<file path="src/separable_conv_stream_core_assert.svh">
// Assertion macros shared by the separable convolution core.
`ifndef SEPARABLE_CONV_STREAM_CORE_ASSERT_SVH
`define SEPARABLE_CONV_STREAM_CORE_ASSERT_SVH
`ifndef SYNTH
`define SCS_ASSERT(lbl, clk, rst_n, prop) \
    lbl: assert property (@(posedge clk) disable iff (!rst_n) prop) \
        else $error("scs assertion failed");
`define SCS_NEVER(lbl, clk, rst_n, expr) \
    lbl: assert property (@(posedge clk) disable iff (!rst_n) !(expr)) \
        else $error("scs forbidden condition");
`else
`define SCS_ASSERT(lbl, clk, rst_n, prop)
`define SCS_NEVER(lbl, clk, rst_n, expr)
`endif
`endif

</file>
<file path="src/scs_pkg.sv">
// Shared types and constants of the separable convolution core.
package scs_pkg;

    localparam int IDX_W     = 4;
    localparam int ACC_W     = 44;
    localparam int PROD_W    = 40;
    localparam int HVAL_W    = 24;
    localparam int VAL_W     = 26;
    localparam int COEF_W    = 16;
    localparam int COEF_VEC_W = 192;
    localparam int CFG_IDX_W = 3;
    localparam int CFG_W     = 64;

    localparam logic [1:0] MODE_BYTE = 2'd0;
    localparam logic [1:0] MODE_WIDE = 2'd1;
    localparam logic [1:0] MODE_DIFF = 2'd2;

    localparam logic [CFG_IDX_W-1:0] REG_MODE   = 3'd0;
    localparam logic [CFG_IDX_W-1:0] REG_RADIUS = 3'd1;
    localparam logic [CFG_IDX_W-1:0] REG_HCOEF0 = 3'd2;
    localparam logic [CFG_IDX_W-1:0] REG_HCOEF1 = 3'd3;
    localparam logic [CFG_IDX_W-1:0] REG_HCOEF2 = 3'd4;
    localparam logic [CFG_IDX_W-1:0] REG_VCOEF0 = 3'd5;
    localparam logic [CFG_IDX_W-1:0] REG_VCOEF1 = 3'd6;
    localparam logic [CFG_IDX_W-1:0] REG_VCOEF2 = 3'd7;

    localparam logic signed [ACC_W-1:0] H_MAX_A = 44'sd8388607;
    localparam logic signed [ACC_W-1:0] H_MIN_A = -44'sd8388608;
    localparam logic signed [ACC_W-1:0] V_MAX_A = 44'sd33554431;
    localparam logic signed [ACC_W-1:0] V_MIN_A = -44'sd33554432;
    localparam logic signed [ACC_W-1:0] BYTE_MAX_A = 44'sd255;

    typedef enum logic [3:0] {
        ST_IDLE,
        ST_HMAC,
        ST_HWAIT,
        ST_HLATCH,
        ST_VREAD,
        ST_VLAST,
        ST_VHWR,
        ST_VWAIT,
        ST_VDONE
    } t_state;

    typedef struct packed {
        logic             take;
        logic             mul_h;
        logic             mul_v;
        logic             mul_hv;
        logic             h_latch;
        logic             wsel_h;
        logic             out_load;
        logic             row_last;
        logic             frame_last;
        logic [IDX_W-1:0] idx;
        logic [IDX_W-1:0] n;
    } t_cmd;

    typedef struct packed {
        logic out_free;
    } t_sts;

endpackage

</file>
<file path="src/scs_ctrl.sv">
// Controller: raster counters, tap sequencing and line store addressing.
`include "separable_conv_stream_core_assert.svh"
module scs_ctrl #(
    parameter int LINE_WIDTH = 1024,
    parameter int MAX_RADIUS = 5
) (
    input  logic                                          i_clk,
    input  logic                                          i_rst_n,
    input  logic                                          i_s_valid,
    output logic                                          o_s_ready,
    input  logic                                          i_line_end,
    input  logic                                          i_frame_end,
    input  logic [2:0]                                    i_radius,
    input  scs_pkg::t_sts                                 i_sts,
    output scs_pkg::t_cmd                                 o_cmd,
    output logic                                          o_ram_we,
    output logic [$clog2(LINE_WIDTH*2*MAX_RADIUS)-1:0]    o_ram_waddr,
    output logic [$clog2(LINE_WIDTH*2*MAX_RADIUS)-1:0]    o_ram_raddr
);

    localparam int HIST = 2 * MAX_RADIUS;
    localparam int CW   = $clog2(LINE_WIDTH + 1);
    localparam int RW   = $clog2(HIST + 1);
    localparam int AW   = $clog2(LINE_WIDTH * HIST);
    localparam int IW   = scs_pkg::IDX_W;

    scs_pkg::t_state r_state, n_state;
    logic [IW-1:0]   r_cnt, n_cnt;
    logic [CW-1:0]   r_col;
    logic [RW-1:0]   r_row;
    logic [AW-1:0]   r_base;
    logic            r_do_out;
    logic            r_le;
    logic            r_fe;
    logic            r_rd_pend;
    logic [IW-1:0]   r_rd_j;

    logic [2:0]      rad;
    logic [IW-1:0]   n;
    logic            accept;
    logic            do_col;
    logic            reading;

    assign rad    = (i_radius > 3'(MAX_RADIUS)) ? 3'(MAX_RADIUS) : i_radius;
    assign n      = {rad, 1'b0};
    assign accept = i_s_valid && o_s_ready;
    assign do_col = (r_col >= CW'(n)) && (r_col < CW'(LINE_WIDTH));
    assign reading = (r_state == scs_pkg::ST_VREAD);

    // Next state
    always_comb begin
        n_state = r_state;
        n_cnt   = r_cnt;
        case (r_state)
            scs_pkg::ST_IDLE: begin
                if (accept && do_col) begin
                    n_state = scs_pkg::ST_HMAC;
                    n_cnt   = '0;
                end
            end
            scs_pkg::ST_HMAC: begin
                if (r_cnt == n) begin
                    n_state = scs_pkg::ST_HWAIT;
                end else begin
                    n_cnt = r_cnt + 1'b1;
                end
            end
            scs_pkg::ST_HWAIT: n_state = scs_pkg::ST_HLATCH;
            scs_pkg::ST_HLATCH: begin
                n_state = scs_pkg::ST_VREAD;
                n_cnt   = IW'(HIST - 1);
            end
            scs_pkg::ST_VREAD: begin
                if (r_cnt == '0) begin
                    n_state = scs_pkg::ST_VLAST;
                end else begin
                    n_cnt = r_cnt - 1'b1;
                end
            end
            scs_pkg::ST_VLAST: n_state = scs_pkg::ST_VHWR;
            scs_pkg::ST_VHWR:  n_state = scs_pkg::ST_VWAIT;
            scs_pkg::ST_VWAIT: n_state = scs_pkg::ST_VDONE;
            scs_pkg::ST_VDONE: begin
                if (!r_do_out || i_sts.out_free) begin
                    n_state = scs_pkg::ST_IDLE;
                end
            end
            default: n_state = scs_pkg::ST_IDLE;
        endcase
    end

    // Outputs
    always_comb begin
        o_s_ready        = (r_state == scs_pkg::ST_IDLE);
        o_cmd            = '0;
        o_cmd.n          = n;
        o_cmd.take       = accept;
        o_cmd.row_last   = r_le || r_fe;
        o_cmd.frame_last = r_fe;
        o_ram_we         = 1'b0;
        o_ram_waddr      = r_base + AW'(r_rd_j) + AW'(1);
        o_ram_raddr      = r_base + AW'(r_cnt);
        // column shift: word read at j is written to j+1 in the next cycle;
        // the oldest slot is read but not written back, so it drops out
        if (r_rd_pend) begin
            o_ram_we = (r_rd_j != IW'(HIST - 1));
            if (r_rd_j < n) begin
                o_cmd.mul_v = 1'b1;
                o_cmd.idx   = IW'(n - r_rd_j - 1'b1);
            end
        end
        case (r_state)
            scs_pkg::ST_HMAC: begin
                o_cmd.mul_h = 1'b1;
                o_cmd.idx   = r_cnt;
            end
            scs_pkg::ST_HLATCH: o_cmd.h_latch = 1'b1;
            scs_pkg::ST_VHWR: begin
                o_ram_we     = 1'b1;
                o_ram_waddr  = r_base;
                o_cmd.wsel_h = 1'b1;
                o_cmd.mul_hv = 1'b1;
                o_cmd.idx    = n;
            end
            scs_pkg::ST_VDONE: o_cmd.out_load = r_do_out && i_sts.out_free;
            default: ;
        endcase
    end

    always_ff @(posedge i_clk) begin
        if (!i_rst_n) begin
            r_state   <= scs_pkg::ST_IDLE;
            r_cnt     <= '0;
            r_col     <= '0;
            r_row     <= '0;
            r_rd_pend <= 1'b0;
            r_do_out  <= 1'b0;
            r_le      <= 1'b0;
            r_fe      <= 1'b0;
        end else begin
            r_state   <= n_state;
            r_cnt     <= n_cnt;
            r_rd_pend <= reading;
            if (accept) begin
                r_do_out <= (IW'(r_row) >= n);
                r_le     <= i_line_end;
                r_fe     <= i_frame_end;
                if (i_frame_end) begin
                    r_col <= '0;
                    r_row <= '0;
                end else if (i_line_end) begin
                    r_col <= '0;
                    if (IW'(r_row) < n) begin
                        r_row <= r_row + 1'b1;
                    end
                end else if (r_col < CW'(LINE_WIDTH)) begin
                    r_col <= r_col + 1'b1;
                end
            end
        end
    end

    always_ff @(posedge i_clk) begin
        r_rd_j <= r_cnt;
        if (accept) begin
            r_base <= AW'(r_col) * AW'(HIST);
        end
    end

    `SCS_NEVER(a_no_addr_clash, i_clk, i_rst_n, o_ram_we && reading && o_ram_waddr == o_ram_raddr)
    `SCS_ASSERT(a_pend_after_read, i_clk, i_rst_n, r_rd_pend |-> $past(r_state) == scs_pkg::ST_VREAD)
    `SCS_ASSERT(a_latch_after_wait, i_clk, i_rst_n, (r_state == scs_pkg::ST_HLATCH) |-> $past(r_state) == scs_pkg::ST_HWAIT)
    `SCS_NEVER(a_no_take_busy, i_clk, i_rst_n, o_cmd.take && (o_cmd.mul_h || o_cmd.mul_v || o_cmd.h_latch))

endmodule

</file>
<file path="config.mk">
export PLATFORM = sky130hd
export DESIGN_NAME = scs_ctrl
export DESIGN_NICKNAME = d
export VERILOG_FILES = /design/src/scs_pkg.sv /design/src/scs_ctrl.sv
export VERILOG_INCLUDE_DIRS = /design/src /design/src/src
export SDC_FILE = /design/constraint.sdc
export NUM_CORES = 1
export LEC_CHECK = 0
export ABC_AREA = 1
export BUFFER_PORTS_ARGS = -buffer_cell sky130_fd_sc_hd__buf_2
export CAP_MARGIN = 25
export CORE_UTILIZATION = 52
export CTS_CLUSTER_SIZE = 20
export DETAILED_ROUTE_END_ITERATION = 10
export PLACE_DENSITY = 0.77
export SLEW_MARGIN = 40
export SYNTH_ARGS = -nofsm -noshare
export SYNTH_HDL_FRONTEND = slang
export SYNTH_SLANG_ARGS = --single-unit
</file>
<file path="constraint.sdc">
create_clock -name i_clk -period 2.1 [get_ports i_clk]
set_input_delay 0.42 -clock i_clk [delete_from_list [all_inputs] [get_ports i_clk]]
set_output_delay 0.42 -clock i_clk [all_outputs]
set_load 0.1 [all_outputs]
</file>
==> metrics.cfg, run 1 <==
[global_routing]
gr-total-overflow=441
grt_usage=0.9073
grt_max_degree=14

[place]
place.gp.congestion=0.9750
hpwl_mm=8.953
portBuffers=54
pre_cts_slack_ps=-345.3

[run_status]
outcome=stopped before the end
stop_stage=global routing
error=[ERROR GRT-0232] Routing congestion too high. Check the congestion heatmap in the GUI.

[logic_synthesis]
yosys_most_used_dff=dfxtp_1
ys_warn_count=0
async_flop_share=0
ys_ff_latch=44
synth_fp_nets=533
syn_inst=484
synth_edf_count=13
yosysSeqAreaShare=0.2871
ys_types=41
netlist_area_um2=3521
avgSynthCellArea_um2=7.275

[floorplan]
chipWidth_um=84.29
pin_count=56
rows=29
dieHeight_um=84.29
start_util=0.5451

[clock_tree]
holdBufCountCts=0
root_buffer=clkbuf_8
htreeDepth=2
cts-buffers-inserted=5
clockBufferDepth=2
clock_sinks=44

[sta]
worst_endpoint=o_ram_waddr[6]
worst_path_end_type=output port

logic make-up after synthesis:
logic type / count (synthesis) / synth area share
AND/OR/NAND/NOR: 221 / 0.2825
other: 1 / 0.001065
adder cells (fa/ha/maj): 40 / 0.1528
flip-flops: 44 / 0.2871
AO/OA/AOI/OAI: 57 / 0.09133
buffers and inverters: 86 / 0.09808
XOR/XNOR: 35 / 0.08706
stage by stage:
step | cell area (µm²) | util | instances | TNS (ps)
2_1_floorplan | 4333 | - | 484 | -10530
3_5_place_dp | 5674 | 0.8785 | 669 | -4661
4_1_cts | 6057 | 0.9378 | 690 | -10760
3_3_place_gp | 5674 | 0.8785 | 669 | -2089
synth_stat cells (5+ instances only):
library cell / number / area share
inv_1: 72 / 0.077
o21ai_0: 13 / 0.018
dfxtp_1: 31 / 0.18
ha_1: 35 / 0.12
buf_4: 5 / 0.011
xor2_1: 31 / 0.077
nand2_1: 110 / 0.12
edfxtp_1: 13 / 0.11
nor3_1: 7 / 0.0099
nand4_1: 7 / 0.012
fa_1: 5 / 0.028
nand3_1: 24 / 0.034
nor2_1: 49 / 0.052
a21oi_1: 31 / 0.044
timing repair:
action | 4_1_cts
endpoints found under the hold margin | 0
setup endpoints to repair | 36
setup buffers | 13
pin swaps | 25
resized for setup | 47
layer usage:
| layer | overflow | global-route usage |
|---|---|---|
| met1 | 0 | 0.8626 |
| met2 | 302 | 1.186 |
| met3 | 2 | 0.6195 |
| met4 | 137 | 1.077 |
| met5 | 0 | 0.08392 |
==> run 2, diff against run 1 <==
--- a/config.mk
+++ b/config.mk
@@ -9,10 +9,9 @@
 export ABC_AREA = 1
 export BUFFER_PORTS_ARGS = -buffer_cell sky130_fd_sc_hd__buf_2
 export CAP_MARGIN = 25
-export CORE_UTILIZATION = 52
-export CTS_CLUSTER_SIZE = 20
+export CORE_UTILIZATION = 40
 export DETAILED_ROUTE_END_ITERATION = 10
-export PLACE_DENSITY = 0.77
+export PLACE_DENSITY_LB_ADDON = 0.15
 export SLEW_MARGIN = 40
 export SYNTH_ARGS = -nofsm -noshare
 export SYNTH_HDL_FRONTEND = slang
==> constraint.sdc (replaced) <==
create_clock -name i_clk -period 2.75 [get_ports i_clk]
set_input_delay 0.55 -clock i_clk [delete_from_list [all_inputs] [get_ports i_clk]]
set_output_delay 0.55 -clock i_clk [all_outputs]
set_load 0.1 [all_outputs]
==> run 2 against run 1 <==
Effect of this change:
- the flow now finishes, with violations (negative setup slack)
- synthesized cell count stayed put
- area after synthesis stayed put
==> metrics.cfg, run 2 <==
[setup_path]
start_kind=flop
critPathCaptureType=output port
required_ps=2200
r2r.worst_path.cells=8
crit_type=flop to output port
r2r_slack_ps=470
worstPathMaxFanout=4
critPathArrivalTime_ps=2230

[drt]
vias=3243
wl_per_cell_um=12.32
drt_iter0_drc=129
ant_nets=0
vias_per_cell=4.884
drt_pre_antenna_iters=4
wl_mm=8.181
drc=0

[logic_synthesis]
synth_fp_nets=533  ; unchanged
ys_warn_count=0  ; unchanged
syn_inst=484  ; unchanged
ys_types=41  ; unchanged
yosysMostFrequentCell=nand2_1
netlist_area_um2=3521  ; unchanged
ys_ff_latch=44  ; unchanged
yosys.area.top_type=dfxtp_1
yosys_most_used_dff=dfxtp_1
synth_top_area_share=0.1763  ; unchanged
avgSynthCellArea_um2=7.275  ; unchanged
yosysSeqAreaShare=0.2871  ; unchanged
netlist_top_cells_area=dfxtp_1, ha_1, nand2_1
async_flop_share=0  ; unchanged
ys_top_cells_by_count=nand2_1, inv_1, nor2_1
synth_edf_count=13  ; unchanged

[power]
power_mw=4.223
cell_internal_pwr_mw=1.771
p_comb_frac=0.695
total_leakage_power_nw=2.304
switching_share=0.5806
power_density_nw_per_um2=836.0
peakVddDrop_uv=777.5
seqPwrFrac=0.210
p_sw_mw=2.452
pwr-share-clk=0.095

[global_routing]
grt_usage=0.1904
grt_pass1_vias=3047
grt_max_degree=15
gr-total-overflow=0
antenna_found_initial=0
grt_first_pass_wirelength_mm=13.59

[clock_tree]
cts_tree=done
clkTransAtPathRegs_ps=90
cts-buffers-inserted=5  ; unchanged
clockBufferDepth=2  ; unchanged
clk_latency_ps=310
root_buffer=clkbuf_8
htreeDepth=2  ; unchanged
clock_sinks=44  ; unchanged

[hold_path]
hold_depth=0
hold_class=flop to flop

[sta]
hold_violations=0
fmax_mhz=360.3
fin_crit_sh=1.009
drv_slew=0
setup_slack_ps=-25.46
period_minus_slack_ps=2775
skew_ps=13.17
rsz0062_at_grt=true
fin_hold_ws_ps=431.5
finalSetupViolations=2

[place]
portBuffers=54  ; unchanged
hpwl_mm=6.641  ; -26%
place.gp.congestion=0.8309  ; -15%
dpl-instance-area_um2=4732  ; -17%

[floorplan]
die_area_um2=9181
start_util=0.4201  ; -0.1251
chipWidth_um=95.82  ; +14%
dieHeight_um=95.82  ; +14%
coreArea_um2=8382
pin_count=56  ; unchanged
rows=33  ; +14%

[finish]
final_layout_size_suffix_gt1_frac=0.3077
top_register=r_base
regArea_um2=1011
layout_commonest_cell=nand2_1
n_antenna_cell=0
finalNetCount=607
largest_reg_flops=13
multi_input_area_um2=2725
postLayoutCellArea_um2=5051
finalCoreUtilization=0.6026
fillers=723
layout_common_cells=nand2_1, inv_1, nor2_1
top_regs=r_base: 13 flops, r_col: 11 flops
area_delta_synth_final_pct=43.46

[run_status]
violations=negative setup slack
outcome=finished, violations left

[job]
cap_violations=0

-- run 2: cells by family after synthesis --
logic type	Yosys count	synth area share
flops	44	0.2871
simple gates	221	0.2825
fa+ha+maj	40	0.1528
buf+inv	86	0.09808
xor+xnor	35	0.08706
compound gates	57	0.09133
other cells	1	0.001065
-- run 2: path summary, 6_finish.rpt --
path	from	endpoint
worst max-delay path	r_base[1]$_DFFE_PP_	o_ram_waddr[9]
worst min-delay path	r_cnt[0]$_SDFFE_PN0P_	r_rd_j[0]$_DFF_P_
worst max register to register	r_col[1]$_SDFFE_PN0P_	r_base[12]$_DFFE_PP_
worst min register to register	r_cnt[0]$_SDFFE_PN0P_	r_rd_j[0]$_DFF_P_
-- run 2: repair_timing --
item / CTS / global route
setup buffers: 2 / 4
endpoints found under the setup margin: 21 / 20
gates resized for setup: 23 / 20
hold buffers: 0 / 0
pin swaps: 1 / 10
-- run 2: worst max-delay path: stages (launching register included) --
cell and delay (ps):
edfxtp_1 470, buf_6 160, ha_4 250, nand3_2 60, nand2_2 80, nand2_2 60
nand2_2 80, nand3_4 110, nor2_4 160, buf_6 130, xor2_4 160, buf_12 190
-- run 2: area by class of cell --
type | instances | area share
clock buffers | 6 | 0.01437
clock inverters | 2 | 0.002477
inverters | 77 | 0.05846
multi-input cells | 354 | 0.5395
flip-flops and latches | 44 | 0.2001
well taps | 105 | 0.02601
repair buffers | 76 | 0.1590
-- run 2: power groups by stage --
| stage | Sequential [mW] | Clock [mW] | Combinational [mW] |
|---|---|---|---|
| floorplan | 0.891 | 0 | 2.17 |
| global placement | 0.891 | 0 | 2.78 |
| detailed placement | 0.894 | 0 | 2.80 |
| CTS | 0.884 | 0.417 | 2.86 |
| global route | 0.904 | 0.442 | 3.10 |
| finish | 0.888 | 0.401 | 2.93 |
-- run 2: routing by layer --
metal	track usage	part of all wire
met1	0.2430	0.47
met3	0.02923	0.035
met4	0.04851	0.0090
met2	0.3351	0.48
met5	0	0
-- run 2: per-stage QoR --
| step | std cells | setup WS, ps | TNS (ps) |
|---|---|---|---|
| floorplan | 484 | -1044 | -4707 |
| CTS | 660 | -45.69 | -90.90 |
| detailed placement | 650 | 74.42 | 0 |
| global route | 664 | -170.6 | -1462 |
| global placement | 650 | 115.3 | 0 |
| finish | 664 | -25.46 | -28.42 |
(Power assumes the default switching activity.)
