## config.mk

```make
export PLATFORM = sky130hd
export DESIGN_NAME = scs_dp
export DESIGN_NICKNAME = d
export VERILOG_FILES = /design/src/separable_conv_stream_core_assert.svh /design/src/scs_pkg.sv /design/src/scs_dp.sv
export SDC_FILE = /design/constraint.sdc
export NUM_CORES = 2
export LEC_CHECK = 0
export BUFFER_PORTS_ARGS = -buffer_cell sky130_fd_sc_hd__buf_2
export CAP_MARGIN = 20
export CORE_ASPECT_RATIO = 0.75
export CORE_UTILIZATION = 53
export CTS_CLUSTER_DIAMETER = 30
export DETAILED_ROUTE_END_ITERATION = 10
export GPL_TIMING_DRIVEN = 0
export MAX_ROUTING_LAYER = met4
export PLACE_DENSITY = 0.79
export SLEW_MARGIN = 10
export SYNTH_ARGS = -nofsm -noshare
export SYNTH_HDL_FRONTEND = slang
export SYNTH_SLANG_ARGS = --single-unit
```

## constraint.sdc

```tcl
create_clock -name i_clk -period 9.74 [get_ports i_clk]
set_clock_uncertainty 0.2 [all_clocks]
set_input_delay 0.974 -clock i_clk [delete_from_list [all_inputs] [get_ports i_clk]]
set_output_delay 0.974 -clock i_clk [all_outputs]
set_load 0.02 [all_outputs]
```

## src/separable_conv_stream_core_assert.svh

```systemverilog
// Assertion macros shared by the separable convolution core.
`ifndef SEPARABLE_CONV_STREAM_CORE_ASSERT_SVH
`define SEPARABLE_CONV_STREAM_CORE_ASSERT_SVH
`ifndef SYNTH
`define SCS_ASSERT(lbl, clk, rst_n, prop) \
    lbl: assert property (@(posedge clk) disable iff (!rst_n) prop) \
        else $error("scs assertion failed");
`define SCS_NEVER(lbl, clk, rst_n, expr) \
    lbl: assert property (@(posedge clk) disable iff (!rst_n) !(expr)) \
        else $error("scs forbidden condition");
`else
`define SCS_ASSERT(lbl, clk, rst_n, prop)
`define SCS_NEVER(lbl, clk, rst_n, expr)
`endif
`endif

```

## src/scs_pkg.sv

```systemverilog
// Shared types and constants of the separable convolution core.
package scs_pkg;

    localparam int IDX_W     = 4;
    localparam int ACC_W     = 44;
    localparam int PROD_W    = 40;
    localparam int HVAL_W    = 24;
    localparam int VAL_W     = 26;
    localparam int COEF_W    = 16;
    localparam int COEF_VEC_W = 192;
    localparam int CFG_IDX_W = 3;
    localparam int CFG_W     = 64;

    localparam logic [1:0] MODE_BYTE = 2'd0;
    localparam logic [1:0] MODE_WIDE = 2'd1;
    localparam logic [1:0] MODE_DIFF = 2'd2;

    localparam logic [CFG_IDX_W-1:0] REG_MODE   = 3'd0;
    localparam logic [CFG_IDX_W-1:0] REG_RADIUS = 3'd1;
    localparam logic [CFG_IDX_W-1:0] REG_HCOEF0 = 3'd2;
    localparam logic [CFG_IDX_W-1:0] REG_HCOEF1 = 3'd3;
    localparam logic [CFG_IDX_W-1:0] REG_HCOEF2 = 3'd4;
    localparam logic [CFG_IDX_W-1:0] REG_VCOEF0 = 3'd5;
    localparam logic [CFG_IDX_W-1:0] REG_VCOEF1 = 3'd6;
    localparam logic [CFG_IDX_W-1:0] REG_VCOEF2 = 3'd7;

    localparam logic signed [ACC_W-1:0] H_MAX_A = 44'sd8388607;
    localparam logic signed [ACC_W-1:0] H_MIN_A = -44'sd8388608;
    localparam logic signed [ACC_W-1:0] V_MAX_A = 44'sd33554431;
    localparam logic signed [ACC_W-1:0] V_MIN_A = -44'sd33554432;
    localparam logic signed [ACC_W-1:0] BYTE_MAX_A = 44'sd255;

    typedef enum logic [3:0] {
        ST_IDLE,
        ST_HMAC,
        ST_HWAIT,
        ST_HLATCH,
        ST_VREAD,
        ST_VLAST,
        ST_VHWR,
        ST_VWAIT,
        ST_VDONE
    } t_state;

    typedef struct packed {
        logic             take;
        logic             mul_h;
        logic             mul_v;
        logic             mul_hv;
        logic             h_latch;
        logic             wsel_h;
        logic             out_load;
        logic             row_last;
        logic             frame_last;
        logic [IDX_W-1:0] idx;
        logic [IDX_W-1:0] n;
    } t_cmd;

    typedef struct packed {
        logic out_free;
    } t_sts;

endpackage

```

## src/scs_dp.sv

```systemverilog
// Datapath: tap window, shared multiply-accumulate, floor scaling with clamp and output word.
module scs_dp #(
    parameter int MAX_RADIUS = 5
) (
    input  logic                                i_clk,
    input  logic                                i_rst_n,
    input  scs_pkg::t_cmd                       i_cmd,
    input  logic [1:0]                          i_mode,
    input  logic [7:0]                          i_pixel,
    input  logic [7:0]                          i_pixel_sub,
    input  logic [scs_pkg::COEF_VEC_W-1:0]      i_hcoef,
    input  logic [scs_pkg::COEF_VEC_W-1:0]      i_vcoef,
    input  logic signed [scs_pkg::HVAL_W-1:0]   i_rdata,
    output logic signed [scs_pkg::HVAL_W-1:0]   o_wdata,
    output scs_pkg::t_sts                       o_sts,
    output logic                                o_m_valid,
    input  logic                                i_m_ready,
    output logic signed [scs_pkg::VAL_W-1:0]    o_value,
    output logic                                o_row_last,
    output logic                                o_frame_last
);

    localparam int NTAPS  = 2 * MAX_RADIUS + 1;
    localparam int TAP_IW = $clog2(NTAPS);
    localparam int IDX_W_L = scs_pkg::IDX_W;

    logic signed [8:0]                     r_tap [NTAPS];
    logic signed [scs_pkg::PROD_W-1:0]     r_prod;
    logic                                  r_pv;
    logic signed [scs_pkg::ACC_W-1:0]      r_acc;
    logic signed [scs_pkg::HVAL_W-1:0]     r_h;
    logic                                  r_ovld;
    logic signed [scs_pkg::VAL_W-1:0]      r_value;
    logic                                  r_row_last;
    logic                                  r_frame_last;

    logic signed [8:0]                     px;
    logic [IDX_W_L-1:0]                    tap_sel;
    logic signed [scs_pkg::COEF_W-1:0]     op_a;
    logic signed [scs_pkg::HVAL_W-1:0]     op_b;
    logic signed [scs_pkg::HVAL_W-1:0]     h_val;
    logic signed [scs_pkg::VAL_W-1:0]      v_val;
    logic                                  m0;

    assign m0 = (i_mode == scs_pkg::MODE_BYTE);

    always_comb begin
        if (i_mode == scs_pkg::MODE_DIFF) begin
            px = $signed({1'b0, i_pixel}) - $signed({1'b0, i_pixel_sub});
        end else begin
            px = $signed({1'b0, i_pixel});
        end
    end

    // Operand select for the one shared multiplier
    always_comb begin
        tap_sel = i_cmd.n - i_cmd.idx;
        if (i_cmd.mul_h) begin
            op_a = $signed(i_hcoef[{i_cmd.idx, 4'b0000} +: scs_pkg::COEF_W]);
            op_b = scs_pkg::HVAL_W'(r_tap[tap_sel[TAP_IW-1:0]]);
        end else if (i_cmd.mul_v) begin
            op_a = $signed(i_vcoef[{i_cmd.idx, 4'b0000} +: scs_pkg::COEF_W]);
            op_b = i_rdata;
        end else begin
            op_a = $signed(i_vcoef[{i_cmd.idx, 4'b0000} +: scs_pkg::COEF_W]);
            op_b = r_h;
        end
    end

    // Horizontal result: byte clamp or floor(H/64) clamped to 24 bits
    always_comb begin
        logic signed [scs_pkg::ACC_W-1:0] q;
        q = r_acc >>> 14;
        if (m0) begin
            if (r_acc < 0) begin
                h_val = '0;
            end else if (q > scs_pkg::BYTE_MAX_A) begin
                h_val = scs_pkg::HVAL_W'(255);
            end else begin
                h_val = scs_pkg::HVAL_W'(q);
            end
        end else begin
            q = r_acc >>> 6;
            if (q > scs_pkg::H_MAX_A) begin
                h_val = scs_pkg::HVAL_W'(scs_pkg::H_MAX_A);
            end else if (q < scs_pkg::H_MIN_A) begin
                h_val = scs_pkg::HVAL_W'(scs_pkg::H_MIN_A);
            end else begin
                h_val = scs_pkg::HVAL_W'(q);
            end
        end
    end

    // Vertical result
    always_comb begin
        logic signed [scs_pkg::ACC_W-1:0] q;
        q = r_acc >>> 14;
        if (m0) begin
            if (r_acc < 0) begin
                v_val = '0;
            end else if (q > scs_pkg::BYTE_MAX_A) begin
                v_val = scs_pkg::VAL_W'(255);
            end else begin
                v_val = scs_pkg::VAL_W'(q);
            end
        end else if (q > scs_pkg::V_MAX_A) begin
            v_val = scs_pkg::VAL_W'(scs_pkg::V_MAX_A);
        end else if (q < scs_pkg::V_MIN_A) begin
            v_val = scs_pkg::VAL_W'(scs_pkg::V_MIN_A);
        end else begin
            v_val = scs_pkg::VAL_W'(q);
        end
    end

    always_ff @(posedge i_clk) begin
        if (i_cmd.take) begin
            r_tap[0] <= px;
            for (int k = 1; k < NTAPS; k++) begin
                r_tap[k] <= r_tap[k-1];
            end
        end
        r_prod <= op_a * op_b;
        if (i_cmd.h_latch) begin
            r_h <= h_val;
        end
        if (i_cmd.out_load) begin
            r_value      <= v_val;
            r_row_last   <= i_cmd.row_last;
            r_frame_last <= i_cmd.frame_last;
        end
        if (!i_rst_n) begin
            for (int k = 0; k < NTAPS; k++) begin
                r_tap[k] <= '0;
            end
        end
    end

    always_ff @(posedge i_clk) begin
        if (!i_rst_n) begin
            r_pv   <= 1'b0;
            r_acc  <= '0;
            r_ovld <= 1'b0;
        end else begin
            r_pv <= i_cmd.mul_h | i_cmd.mul_v | i_cmd.mul_hv;
            if (i_cmd.take || i_cmd.h_latch) begin
                r_acc <= '0;
            end else if (r_pv) begin
                r_acc <= r_acc + scs_pkg::ACC_W'(r_prod);
            end
            if (i_cmd.out_load) begin
                r_ovld <= 1'b1;
            end else if (i_m_ready) begin
                r_ovld <= 1'b0;
            end
        end
    end

    assign o_wdata         = i_cmd.wsel_h ? r_h : i_rdata;
    assign o_sts.out_free  = !r_ovld || i_m_ready;
    assign o_m_valid       = r_ovld;
    assign o_value         = r_value;
    assign o_row_last      = r_row_last;
    assign o_frame_last    = r_frame_last;

endmodule

```

# Yosys cells after proc, flatten, opt, wreduce, memory -nomap -nowiden
# Memory sizes are Yosys's and may differ from the RTL's.
# Cells that the tools add are included.
dict set report totals {
  mem_bits_rw 99
  in_bits 446
  elab_cells 73
  out_inout_bits 54
  mem_count 1
  register_bits 138
}
dict set report op_classes {
  magnitude_cmp 6
  eq_ne 1
  muxes 31
  n_reduce_logical 6
  bitwise_logic 14
  add_sub_neg 3
  n_mul 1
  shift 2
}
# name words width rd rd_ports_with_merged_regs write_ports line_no
set mem_list {}
lappend mem_list {r_tap 11 9 11 0 11 scs_dp.sv:27} ;# logic signed [8:0] r_tap [NTAPS];
# operator n
set op_table {}
lappend op_table {{$shiftx A192 B9 Y16} 2}
lappend op_table {{$mux W24} 8}
lappend op_table {{$mux W26} 5}
lappend op_table {{$mux W9} 12}
lappend op_table {{$add A44 B40 Y44} 1}
lappend op_table {{$lt A44 B1 Y1 const B} 1}
lappend op_table {{$mul A16 B24 Y40} 1}
lappend op_table {{$gt A38 B24 Y1 const B} 1}
lappend op_table {{$lt A38 B24 Y1 const B} 1}
lappend op_table {{$gt A30 B26 Y1 const B} 1}
lappend op_table {{$gt A30 B9 Y1 const B} 1}
lappend op_table {{$lt A30 B26 Y1 const B} 1}
lappend op_table {{$mux W16} 1}
lappend op_table {{$or A1 B1 Y1} 13}
lappend op_table {{$sub A8 B8 Y9} 1}
lappend op_table {{$mux W1} 5}
lappend op_table {{$sub A4 B4 Y4} 1}
lappend op_table {{$eq A2 B2 Y1 const B} 1}
lappend op_table {{$logic_not A2 Y1} 1}
lappend op_table {{$logic_or A1 B1 Y1} 2}
lappend op_table {{$reduce_bool A2 Y1} 1}
lappend op_table {{$reduce_or A2 Y1} 1}
lappend op_table {{$logic_not A1 Y1} 1}
lappend op_table {{$not A1 Y1} 1}

# Longest topological paths before layout
dict set report logic_depth {
  word_depth 4
  depth_mapped 37
}

# Worst setup path after synthesis
# Ideal clock, no wire load.
dict set report synth_path {
  kind {input port to flip-flop}
  start {input i_cmd[5] (netlist bit)}
  end {register r_prod[39] (netlist bit)}
  arrival_ns 9.425
  slack_ns 0.053
  setup_time_ns 0.062
  path_stages 34
  cell_sequence {clkbuf_1 clkinv_1 buf_1 fa_1 buf_2 mux4_2 mux2i_1 nand2_1 o21ai_1 and2_1 buf_2 or2_0 clkbuf_1 nor2_1 fa_1 inv_1 fa_1 fa_1 inv_1 fa_1 fa_1 inv_1 fa_1 inv_1 ha_1 or3_1 o211ai_1 a2bb2oi_2 a211oi_1 o21ai_2 o21ai_1 or3_1 a2111o_1 nand3_1}
}
dict set report synth_via {
  elab_chain_cells 4
  word_cells_on_any_way 7
  classes_between {1 x add/sub; 1 x mul; 2 x shift; 2 x mux; 1 x memory}
}
# element line_no
set synth_lines {}
lappend synth_lines {{start: declaration} scs_dp.sv:7} ;# input scs_pkg::t_cmd i_cmd,
lappend synth_lines {{$sub A4 B4 Y4} scs_dp.sv:57} ;# tap_sel = i_cmd.n - i_cmd.idx;
lappend synth_lines {{$mem_v2 Z11 W9} -}
lappend synth_lines {{$mux W24} scs_dp.sv:58} ;# if (i_cmd.mul_h) begin
lappend synth_lines {{$mul A16 B24 Y40 (*)} scs_dp.sv:122} ;# r_prod <= op_a * op_b;
lappend synth_lines {{end signal: assignment} scs_dp.sv:122}
lappend synth_lines {{end: declaration} scs_dp.sv:28} ;# logic signed [scs_pkg::PROD_W-1:0] r_prod;
# Mark *: on every way between the ends. The rest lies on a longest branch, timed or not.
# A chain may end at the register's enable or synchronous reset.

# Worst setup path after layout
dict set report layout_path {
  start {input i_cmd[4] (netlist bit)}
  end {register r_prod[38] (netlist bit)}
}
# Same word-level chain as after synthesis.

==> run summary <==
* complete, but fails checks — outcome
* DRC — failing checks
* 237 — flip-flop and latch count after synthesis
* 275 um — chip width
* 10 — largest fanout on the critical path
* 25.5% — share of post-route cells with drive strength above 1
* 107,000 um — wire length reported by the detailed router
* 0.0329 mm^2 — DP Area
* fa_1 — cell repeated most along the worst path
* 9 — first drt pass iteration count
* 0.0547 mm^2 — Core ar.
* 0.0567 mm^2 — Die ar.
* 54.0% — effective utilization at floorplan
* 18.4% — sequential area share after synthesis
* 5.84 — per-cell via count in the routed design
* 0.55 ns — CP max stage delay
* 10.01 ns — data required time of the critical path
* 3 — CTS Buffer Depth
* inv_1, fa_1, nor2_1, nand2_1, dfxtp_1 — leading post-synthesis cells by instance count
* 25,900 — DR vias
* 0 — number of hold violations in the final report
* 161,000 um — wire length of the first global-routing pass
* fa_1 — cell with the largest stage delay on the worst path
* 0.0352 mm^2 — Post-Layout Inst Area
* 0 — Synth Warn #
* register — Critical Path End Type
* 4,606 — nets
* 51 — number of buffers created by CTS
* 0.285 ns — final-layout worst hold slack
* input port — startpoint type of the worst setup path
* 0 ns — total negative setup slack
* inv_1 — most frequent cell after synthesis
* 0.62 ns — insertion delay of the later-clocked pin in the worst-skew pair
* 23.4% — Slew headroom
* 0 — final number of setup-violating endpoints
* 30 — pin count of the biggest net entering global routing
* 206 um — die height
* 2 — number of H-tree levels
* 70 — number of synthesized flops with an enable pin
* 8 — post-detailed-route DRC marker count
* 32 — initial antenna violation count
* 19.2% — synth-to-layout area growth
* 9.44 ns — crit path time final
* 0.0295 mm^2 — Post-Syn Area
* 500 — Boundary Pins
* 0.106 GHz — highest clock frequency the design can meet
* 237 — number of sinks driven by the clock tree
* 9.70 ns — data arrival time at the worst-slack endpoint
* 0 — max-slew violations
* no — RSZ-0062 raised after global routing
* 9.58 um^2 — Avg Synthesized Cell Area
* 3,085 — count of mapped cells out of synthesis
* dfxtp_1 — Main synth FF type
* 74 — row cnt
* clkbuf_16 — master cell of the clock root buffer
* 86 — synth unique cells
* 2,585 — number of DRC violations after detailed-routing iteration 0
* input port to register — Crit Path Class
* 26,300 — number of global-route vias before repair
* register to register — worst min path class
* 4,060 — net count of the mapped netlist
* 0% — FFs w/ async S/R, synth
* 0 — Detail Route Antenna Nets
* 1.05 — final estimated routing congestion in global placement
* fa_1, dfxtp_1, mux4_2, edfxtp_1, ha_1 — biggest area contributors in the synthesized netlist
* 493 — number of buffer cells added on primary ports
* done — clock tree from TritonCTS
* 0 — MaxCap Viol Count
* 96.9% — crit share post-route
* 0.05 ns — Worst-path clk slew
* 0 — GR Overflow Total
* 40.0% — overall routing resource usage
* 24.2 um — detail-routed net length per standard cell
* 1.14 ns — Tightest Pin Transition
* 90,000 um — Detail Placement HPWL
* fa_1 — Yosys top cell by area
* 25.6% — top cell type's share of synthesized area
==> routing by layer <==
layer | vias up | wire length, um | GRT usage, %
met1 | 12800 | 41100 | 49.4
met4 | 0 | 8150 | 27.3
met2 | 1411 | 47000 | 57.9
met3 | 304 | 10800 | 9.99
met5 | - | 0 | -
li1 | 11300 | - | -
==> sequential cells by signal (all words and copies together) (netlist names) <==
| register | count |
|---|---|
| r_acc | 44 |
| r_h | 24 |
| r_prod | 40 |
| o_frame_last | 1 |
| r_pv | 1 |
| r_tap | 99 |
| o_m_valid | 1 |
| o_row_last | 1 |
| o_value | 26 |
==> area by class of cell <==
| class | count | area, um^2 |
|---|---|---|
| buffer | 154 | 798 |
| antenna | 32 | 80.1 |
| tap | 722 | 903 |
| fill | 4516 | 19500 |
| clock buffer | 69 | 1500 |
| inverter | 480 | 1810 |
| sequential | 237 | 5450 |
| clock inverter | 26 | 399 |
| timing repair buffer | 500 | 2510 |
| multi-input combinational | 2207 | 21800 |
==> critical path, delay by kind of cell <==
kind | cells | cell delay [ns]
adder cells (fa/ha/maj) | 7 | 3.53
AO/OA/AOI/OAI | 9 | 2.17
multiplexers | 1 | 0.24
buffers and inverters | 11 | 2.04
AND/OR/NAND/NOR | 4 | 0.57
XOR/XNOR | 1 | 0.12
==> logic make-up (layout without fill, tap and decap cells) <==
group | count (synthesis) | after routing | share of synthesized area, %
and+or+nand+nor | 920 | 920 | 14.2
buffers and inverters | 641 | 1229 | 8.67
adders and majority gates | 529 | 529 | 32.0
AOI/OAI and AO/OA | 393 | 393 | 8.96
muxes | 283 | 283 | 15.2
DFF | 237 | 237 | 18.4
xor gates and xnor gates | 82 | 82 | 2.49
other | 0 | 32 | 0
==> per-stage QoR <==
step,util (%),instances,worst slack (ns)
3_5_place_dp,60.2,4302,-2.06
6_report,64.3,4427,0.304
3_3_place_gp,60.2,4300,-2.06
5_1_grt,64.3,4426,0.0108
4_1_cts,63.8,4393,0.0177
2_1_floorplan,-,3085,0.0527
==> path summary, 6_finish.rpt <==
path / start / end / slack (ns) / depth (start not counted)
max: i_cmd[4] / r_prod[38] / 0.30 / 33
min: r_tap[0][3] / r_tap[0][3] / 0.29 / 2
max reg2reg: r_tap[0][1] / r_prod[38] / 1.52 / 26
min reg2reg: r_tap[0][3] / r_tap[0][3] / 0.29 / 2
==> cell usage in the layout (no fill, tap or decap), types with 21 or more instances in the layout <==
| cell | instances |
|---|---|
| edfxtp_1 | 70 |
| nand2b_1 | 24 |
| and3_1 | 21 |
| a211oi_1 | 24 |
| xnor2_1 | 56 |
| nor2_1 | 335 |
| diode_2 | 32 |
| inv_1 | 471 |
| clkbuf_16 | 55 |
| nand3_1 | 21 |
| mux4_2 | 130 |
| nor2b_1 | 111 |
| nand2_1 | 269 |
| o21ai_0 | 77 |
| clkbuf_1 | 70 |
| fa_1 | 378 |
| buf_2 | 540 |
| or3_1 | 38 |
| a21o_1 | 52 |
| a21oi_1 | 90 |
| ha_1 | 148 |
| mux2_2 | 27 |
| mux2i_1 | 126 |
| xor2_1 | 24 |
| dfxtp_1 | 167 |
==> what timing repair did <==
action,CTS,global route
hold buffers,0,0
pin swaps,1,7
endpoints found under the setup margin,26,8
resized for setup,27,58
buffers inserted,2,1
Power is not shown: default switching activity piles up to over one toggle a cycle in this logic, so the estimate is an artifact.
